<file path="src/splb_pkg.sv">
// ----------------------------------------------------------------------------
// splb_pkg: shared types and codes of the sorted price-level book
// Level entry, per-cell flags, command and status codes, cell controls.
// ----------------------------------------------------------------------------
`default_nettype none

package splb_pkg;

    localparam int DEF_LEVEL_CAPACITY = 256;

    localparam int PRICE_W = 24;
    localparam int QTY_W   = 32;
    localparam int INDEX_W = 8;
    localparam int STAT_W  = 3;
    localparam int CMD_W   = 2;

    // command codes
    localparam logic [CMD_W-1:0] CMD_CLEAR = 2'd0;
    localparam logic [CMD_W-1:0] CMD_LEVEL = 2'd1;
    localparam logic [CMD_W-1:0] CMD_READ  = 2'd2;

    // result status codes
    localparam logic [STAT_W-1:0] STAT_READ     = 3'd0;
    localparam logic [STAT_W-1:0] STAT_UPDATED  = 3'd1;
    localparam logic [STAT_W-1:0] STAT_INSERTED = 3'd2;
    localparam logic [STAT_W-1:0] STAT_REMOVED  = 3'd3;
    localparam logic [STAT_W-1:0] STAT_IGNORED  = 3'd4;
    localparam logic [STAT_W-1:0] STAT_EVICTED  = 3'd5;
    localparam logic [STAT_W-1:0] STAT_DROPPED  = 3'd6;

    typedef struct packed {
        logic [PRICE_W-1:0] price;
        logic [QTY_W-1:0]   qty;
    } entry_t;

    typedef struct packed {
        logic ahead;    // valid level ranked ahead of the request price
        logic eq;       // valid level with the request price
        logic sel;      // valid level at the read index
    } flags_t;

    typedef enum logic [1:0] {
        OP_NONE   = 2'd0,
        OP_WRITE  = 2'd1,
        OP_INSERT = 2'd2,
        OP_REMOVE = 2'd3
    } op_t;

    typedef struct packed {
        logic               capture;
        logic               side;
        logic [PRICE_W-1:0] price;
        logic [INDEX_W-1:0] level_index;
    } scan_t;

    typedef struct packed {
        logic               en;
        logic               side;
        op_t                op;
        logic [PRICE_W-1:0] price;
        logic [QTY_W-1:0]   qty;
    } apply_t;

endpackage

`default_nettype wire

</file>
<file path="src/splb_cell.sv">
// ----------------------------------------------------------------------------
// splb_cell: one rank of the price-level chain
// Holds the bid and ask level of its rank, flags its compare result against
// a request, and shifts to or from its neighbors when a level moves.
// ----------------------------------------------------------------------------
`default_nettype none

module splb_cell #(
    parameter int LEVEL_CAPACITY = splb_pkg::DEF_LEVEL_CAPACITY,
    parameter int CELL_INDEX     = 0,
    localparam int CNT_W         = $clog2(LEVEL_CAPACITY + 1)
) (
    input  wire logic              aclk,
    input  wire logic              aresetn,
    input  wire splb_pkg::scan_t   scan_i,
    input  wire logic [CNT_W-1:0]  scan_n_i,
    input  wire splb_pkg::apply_t  apply_i,
    input  wire logic [CNT_W-1:0]  pos_i,
    input  wire splb_pkg::entry_t  left_i,
    input  wire splb_pkg::entry_t  right_i,
    output splb_pkg::entry_t       entry_o,
    output splb_pkg::flags_t       flags_o
);
    import splb_pkg::*;

    localparam logic [CNT_W-1:0]   MY_POS   = CNT_W'(CELL_INDEX);
    localparam bit                 READABLE = (CELL_INDEX < 256);
    localparam logic [INDEX_W-1:0] MY_IDX8  = INDEX_W'(CELL_INDEX % 256);

    entry_t bid_reg, bid_next;
    entry_t ask_reg, ask_next;
    flags_t flags_reg, flags_next;
    entry_t scan_entry;
    entry_t own;
    entry_t upd;
    logic   valid;
    logic   at_pos;
    logic   after_pos;

    // compare stage
    always_comb begin
        scan_entry = scan_i.side ? ask_reg : bid_reg;
        valid      = MY_POS < scan_n_i;
        flags_next.ahead = valid && (scan_i.side ? (scan_entry.price < scan_i.price)
                                                 : (scan_entry.price > scan_i.price));
        flags_next.eq  = valid && (scan_entry.price == scan_i.price);
        flags_next.sel = READABLE && valid && (scan_i.level_index == MY_IDX8);
    end

    // shift / write stage
    always_comb begin
        own       = apply_i.side ? ask_reg : bid_reg;
        at_pos    = (pos_i == MY_POS);
        after_pos = (MY_POS > pos_i);
        upd       = own;
        case (apply_i.op)
            OP_WRITE: begin
                if (at_pos) begin
                    upd.qty = apply_i.qty;
                end
            end
            OP_INSERT: begin
                if (at_pos) begin
                    upd.price = apply_i.price;
                    upd.qty   = apply_i.qty;
                end else if (after_pos) begin
                    upd = left_i;
                end
            end
            OP_REMOVE: begin
                if (at_pos || after_pos) begin
                    upd = right_i;
                end
            end
            default: begin
                upd = own;
            end
        endcase
        bid_next = (apply_i.en && !apply_i.side) ? upd : bid_reg;
        ask_next = (apply_i.en &&  apply_i.side) ? upd : ask_reg;
    end

    always_ff @(posedge aclk) begin
        bid_reg <= bid_next;
        ask_reg <= ask_next;
    end

    always_ff @(posedge aclk) begin
        if (!aresetn) begin
            flags_reg <= '0;
        end else if (scan_i.capture) begin
            flags_reg <= flags_next;
        end
    end

    assign entry_o = own;
    assign flags_o = flags_reg;

endmodule

`default_nettype wire

</file>
<file path="config.mk">
export PLATFORM = sky130hd
export DESIGN_NAME = splb_cell
export DESIGN_NICKNAME = d
export VERILOG_FILES = /design/src/splb_pkg.sv /design/src/splb_cell.sv
export SDC_FILE = /design/constraint.sdc
export NUM_CORES = 1
export LEC_CHECK = 0
export BUFFER_PORTS_ARGS = -buffer_cell sky130_fd_sc_hd__buf_2
export CAP_MARGIN = 0
export CORE_MARGIN = 8
export CORE_UTILIZATION = 45
export DETAILED_ROUTE_END_ITERATION = 12
export PLACE_DENSITY = 0.72
export RECOVER_POWER = 50
export SLEW_MARGIN = 15
export SYNTH_ARGS = -nofsm -noshare
export SYNTH_HDL_FRONTEND = slang
export SYNTH_SLANG_ARGS = --single-unit
export TNS_END_PERCENT = 1
</file>
<file path="constraint.sdc">
create_clock -name aclk -period 7 [get_ports aclk]
set_clock_uncertainty 0.2 [all_clocks]
set_input_delay 1.4 -clock aclk [delete_from_list [all_inputs] [get_ports aclk]]
set_output_delay 1.4 -clock aclk [all_outputs]
set_load 0.02 [all_outputs]
</file>
==> metrics.md, run 1 <==
| Metric | Value |
|---|---|
| Status | finished with violations |
| Violated checks | capacitance limit, slew limit |
| I/O pins | ~290 |
| Vias in the first global route | 5501 |
| Min Tclk post-route | between 5000 and 6000 ps |
| Sequential fraction of the synthesis area | 50.7% |
| Slowest Stage Delay on Critical Path | 2370 ps |
| CTS clk-pin slew, worst paths | around 60 ps |
| Leading cell type in the layout, fill and taps excluded | buf_2 |
| CP top delay family | buffers and inverters |
| Critical Path Most Common Cell | clkbuf_1 |
| Synth area leaders | edfxtp_1 (50%), mux2_2 (21%), mux2i_1 (4.9%) |
| Clk buf depth | 2 |
| Yosys warns | 0 |
| Slew Limit Fails | 140 |
| Lkg Pwr | 3.58 nW |
| Starting Density | a little under half |
| Die Y | around 140 um |
| Num CTS Buffers | 17 |
| Worst Tran Pin Value | 3360 ps |
| Pre-antenna DRT Iters | 4 |
| Vias after detailed routing | 5049 |
| DR vias/cell | about 5.4 |
| Worst hold path type | reg -> reg |
| DRC Markers | 0 |
| Total Routing Usage GR | about 17% |
| Fin. Hold Viols | 0 |
| Core Area | roughly 0.015 sq mm |
| Largest net degree at the start of global routing | between 60 and 70 |
| Utilization after layout | 59.5% |
| Yosys cell types | 33 |
| Area Overhead vs Synth | 28.5% |
| Synthesized area | 0.00676 sq mm |
| Kind of critical path | in -> reg |
| Worst setup EP type | register |
| Slowest-stage cell, CP | clkbuf_1 |
| Total Nets Final | ~990 |
| Initial antenna violation count | 0 |
| WL/cell | about 18 um |
| IO Port Bufs | 228 |
| CTS tree | yes |
| Syn avg cell area | 13.1 sq um |
| CP Launch Type | input port |
| Fmax | 0.182 GHz |
| Setup TNS | 0 ps |
| VDD IR max | 0.153 mV |
| CTS Sinks | 115 |
| Die area | 0.0192 sq mm |
| Worst-path cell chain | clkbuf_1 > and2_2 > clkbuf_1 |
| Share of layout cells above drive strength 1 | 50.5% |
| Post-CTS Hold Fix Bufs | 0 |
| Total wire length | 16.9 mm |
| Flops & latches, synth | 115 |
| Post-synthesis cell count | 515 |
| Unrepaired setup endpoints after global routing | no |
| Dpl hpwl | 12.3 mm |
| Die W | 139 um |
| Fin crit share | 78.3% |
| Final ANT Viol Nets | 0 |
| Clock tree root buffer cell | clkbuf_16 |
| First-pass GRT wire length | 26.9 mm |
| Crit Path Max Fanout | between 50 and 60 |
| WP buf/inv | 2 |
| Gr ovfl total | 0 |
| Ant diodes | 0 |
| Critical path required time | 6720 ps |
| Slew headroom | -124% |
| Clk Latency, worst-skew pair | 400 ps |
| CP arrival | between 5000 and 6000 ps |
| Post-CTS setup buffers | 0 |
| Maxcap violations | 3 |
| PD cells | 232 mW/mm^2 |
| Starting DRC count in detailed routing | 203 |
| # rows | 44 |
| H-Tree Depth | 4 |
| Post-cts sizing count | 0 |
| Syn Nets | around 770 |
| Final Setup Violations | 0 |
| Commonest non-fill, non-tap cells in the layout | buf_2 (223), mux2_2 (114), edfxtp_1 (112), a21oi_1 (38), mux2i_1 (33) |
| Top-area cell type share of the netlist area | 49.8% |
| Largest area contributor in the netlist | edfxtp_1 |
| GPL Wtd Cong | 0.822 |
==> cell type report <==
cell class	count	area, sq um
fill	1196	5910
multi-input combinational	340	3120
sequential	115	3420
tap	184	230
clock buffer	22	464
clock inverter	10	158
timing repair buffer	236	1190
inverter	26	97.6
==> cell families (layout without fill, tap and decap cells) <==
group / after synthesis / after routing / share of synthesized area (%)
flops: 115 / 115 / 50.7
simple gates: 69 / 69 / 6.65
mux: 160 / 160 / 26.1
fa+ha+maj: 24 / 24 / 4.44
compound gates: 87 / 87 / 8.81
buf+inv: 60 / 294 / 3.39
==> path summary, 6_finish.rpt <==
kind	startpoint	to	slack (ps)	depth (start not counted)
hold reg to reg	flags_o[2]	flags_o[2]	330	2
hold / removal	flags_o[2]	flags_o[2]	330	2
setup reg to reg	ask_reg[51]	flags_o[2]	4230	7
setup / recovery	apply_i[58]	ask_reg[53]	1520	3
==> synth_stat cells <==
library cell / number
mux2_2: 127
ha_1: 24
a31oi_1: 1
nand2_1: 4
o22a_1: 32
and2_1: 1
nor3b_1: 32
nor2b_1: 4
a311o_1: 2
nand4_2: 1
edfxtp_1: 112
a211oi_1: 2
nor3_1: 3
a21oi_1: 38
a221oi_1: 1
or4_4: 1
nor2_1: 6
o21ai_0: 4
and3_1: 3
inv_1: 26
dfxtp_1: 3
o211ai_1: 1
a22oi_1: 2
clkbuf_1: 25
a21o_1: 2
nor4_1: 4
buf_1: 6
mux2i_1: 33
a32oi_1: 1
a41oi_1: 1
nand4_1: 6
nand3_1: 4
buf_2: 3
==> stage by stage <==
| stage | setup WS (ps) | hold slack (ps) | total power [mW] | std cells | cell area, sq um |
|---|---|---|---|---|---|
| 3_5_place_dp | 2310 | 324 | 1.12 | 901 | 8070 |
| 2_1_floorplan | 1950 | 360 | 1.01 | 515 | 6760 |
| 4_1_cts | 2320 | 331 | 2.03 | 933 | 8690 |
| 3_3_place_gp | 2320 | 302 | 1.11 | 901 | 8070 |
| 5_1_grt | 1140 | 383 | 2.08 | 933 | 8680 |
| 6_report | 1520 | 330 | 2.01 | 933 | 8680 |
==> worst min-delay path: cells and delay by family, from the launching register on <==
kind | cells | cell delay, ps
and+or+nand+nor | 2 | 160
DFF | 1 | 320
==> metal layers <==
layer	vias to the layer above	share of wire [%]	wire length, um	global-route usage, %
met5	-	0	0	0
met4	0	0.74	125	4.86
met3	8	7.2	1220	5.14
met2	196	48	8140	29.2
met1	2386	44	7450	20.2
li1	2459	-	-	-
==> power breakdown <==
part           internal, mW  leakage, nW  switching (mW)
Clock                 0.612        0.296           0.288
Combinational         0.142         2.21           0.159
Sequential            0.800         1.08         0.00908
Total                  1.55         3.58           0.456
(Power assumes the default switching activity.)
==> run 2, diff against run 1 <==
Settings changed: CORE_UTILIZATION 45 to 44, PLACE_DENSITY 0.72 to 0.73.
Clock period 7 ns to 4.6 ns, I/O delays scaled along.
==> metrics.md, run 2 (synthesis gave the netlist of run 1 again) <==
| Metric | Value |
|---|---|
| Fin Hold WS | 307 ps (-22.9 ps) |
| GPL Wtd Cong | 0.894 (+8.7%) |
| Critical path required time | 4660 ps (-2060 ps) |
| Final Setup Violations | 0 (unchanged) |
| Worst-path cell chain | clkbuf_2 > nor2_1 > nor2_2 > clkbuf_1 > o22a_1 |
| CP arrival | 3920 ps (-1290 ps) |
| Post-CTS Hold Fix Bufs | 0 (unchanged) |
| I/O pins | 285 (unchanged) |
| Fmax | roughly 0.26 GHz |
| Fin. Hold Viols | 0 (unchanged) |
| Starting DRC count in detailed routing | 160 (-21%) |
| Critical Path Stages | 5 (+2) |
| H-Tree Depth | 4 (unchanged) |
| Post-CTS setup buffers | 0 (unchanged) |
| Total wire length | 17.2 mm (+1.4%) |
| Worst hold stages | 2 (unchanged) |
| CTS Sinks | 115 (unchanged) |
| Slew Limit Fails | 97 (-31%) |
| Core Area | 0.0151 sq mm (+3.4%) |
| Largest net degree at the start of global routing | 70 (+4.5%) |
| Fin crit share | 83.9% |
| VDD IR max | 0.236 mV (+54%) |
| Violated checks | capacitance limit, slew limit |
| CP Launch Type | input port |
| Min Tclk post-route | 3860 ps |
| Worst hold path type | reg -> reg |
| CTS clk-pin slew, worst paths | 50 ps (about the same) |
| Die Y | 140 um (+1.0%) |
| Starting Density | 44.8% (-1.5 points) |
| DR vias/cell | 5.43 (+0.28%) |
| Total Routing Usage GR | 17.4% (+0.30 points) |
| Lkg Pwr | 3.57 nW (-0.26%) |
| First-pass GRT wire length | 27.2 mm (+1.1%) |
| Unrepaired setup endpoints after global routing | no |
| Total Nets Final | 988 (+0.20%) |
| Worst Tran Pin Value | 1690 ps (-1670 ps) |
| Multi-input logic area | 0.00311 sq mm (-0.16%) |
| PD cells | 345 mW/mm^2 (+49%) |
| # rows | 45 (+2.3%) |
| Clk buf depth | 2 (unchanged) |
| Dpl hpwl | 12.5 mm (+2.1%) |
| Post-cts sizing count | 0 (unchanged) |
| Share of layout cells above drive strength 1 | 51.7% (+1.2 points) |
| Status | finished with violations |
| Crit Path Max Fanout | 69 (+23%) |
| Leading cell type in the layout, fill and taps excluded | buf_2 |
| Clk Latency, worst-skew pair | 410 ps (about the same) |
| Pre-antenna DRT Iters | 4 (unchanged) |
| Worst setup EP type | register |
| Vias in the first global route | 5570 (+1.3%) |
| CP top delay family | buffers and inverters |
| Num CTS Buffers | 17 (unchanged) |
| Vias after detailed routing | 5101 (+1.0%) |
| Kind of critical path | in -> reg |
| Slew headroom | -12.9% (+110 points) |
| Commonest non-fill, non-tap cells in the layout | buf_2 (224), mux2_2 (121), edfxtp_1 (112), a21oi_1 (38), mux2i_1 (33) |
| DRC Markers | 0 (unchanged) |
| Reg area | 0.00342 sq mm (unchanged) |
| IO Port Bufs | 228 (unchanged) |
| Slowest-stage cell, CP | clkbuf_2 |
| Die W | 140 um (+1.0%) |
| Area Overhead vs Synth | 28.6% |
| Die area | 0.0196 sq mm (+2.0%) |
| Worst R2R Path Depth | 7 (unchanged) |
| CTS tree | yes |
| Slowest Stage Delay on Critical Path | 1200 ps (-1170 ps) |
| Clock tree root buffer cell | clkbuf_16 |
| Filler cells | 1278 (+6.9%) |
| Initial antenna violation count | 0 (unchanged) |
| WP buf/inv | 2 (unchanged) |
| Maxcap violations | 2 (-1) |
| WL/cell | 18.3 um (+0.64%) |
| Gr ovfl total | 0 (unchanged) |
| Setup TNS | 0 ps (unchanged) |
| Final ANT Viol Nets | 0 (unchanged) |
run 2: final timing paths:
path	startpoint	to	slack, ps
max	apply_i[56]	bid_reg[21]	740
min	flags_o[2]	flags_o[2]	310
max reg2reg	ask_reg[51]	flags_o[2]	1830
min reg2reg	flags_o[2]	flags_o[2]	310
run 2: report_power, final:
group | internal, mW | switching (mW)
Combinational | 0.223 | 0.244
Sequential | 1.21 | 0.0140
Clock | 0.842 | 0.462
run 2: layout make-up:
cell class	instances	share of cell area, %
timing repair buffer	238	14.1
tap	188	2.71
inverter	26	1.12
clock buffer	17	4.89
clock inverter	15	1.91
sequential	115	39.4
multi-input combinational	340	35.8
antenna	1	0.0288
run 2: per-layer routing:
metal,global-route usage (%),share of wire [%]
met1,18.9,41
met2,30.3,50
met3,6.66,7.8
met4,6.23,1.8
met5,0,0
run 2: tightest hold or removal path, cell delays in order (launching register included):
cell and delay (ps):
dfxtp_1 310, nand3_1 80, nand3_1 60
run 2: metrics by stage:
step | worst slack, ps | cells | power, mW | util [%] | cell area, sq um
after floorplan | 32.4 | 515 | 1.54 | - | 6760
after global placement | 830 | 907 | 1.70 | 53.8 | 8120
after detailed placement | 773 | 907 | 1.72 | 53.8 | 8120
after CTS | 948 | 939 | 3.03 | 57.7 | 8710
after global routing | 473 | 939 | 3.11 | 57.6 | 8690
final | 740 | 940 | 3.00 | 57.6 | 8690
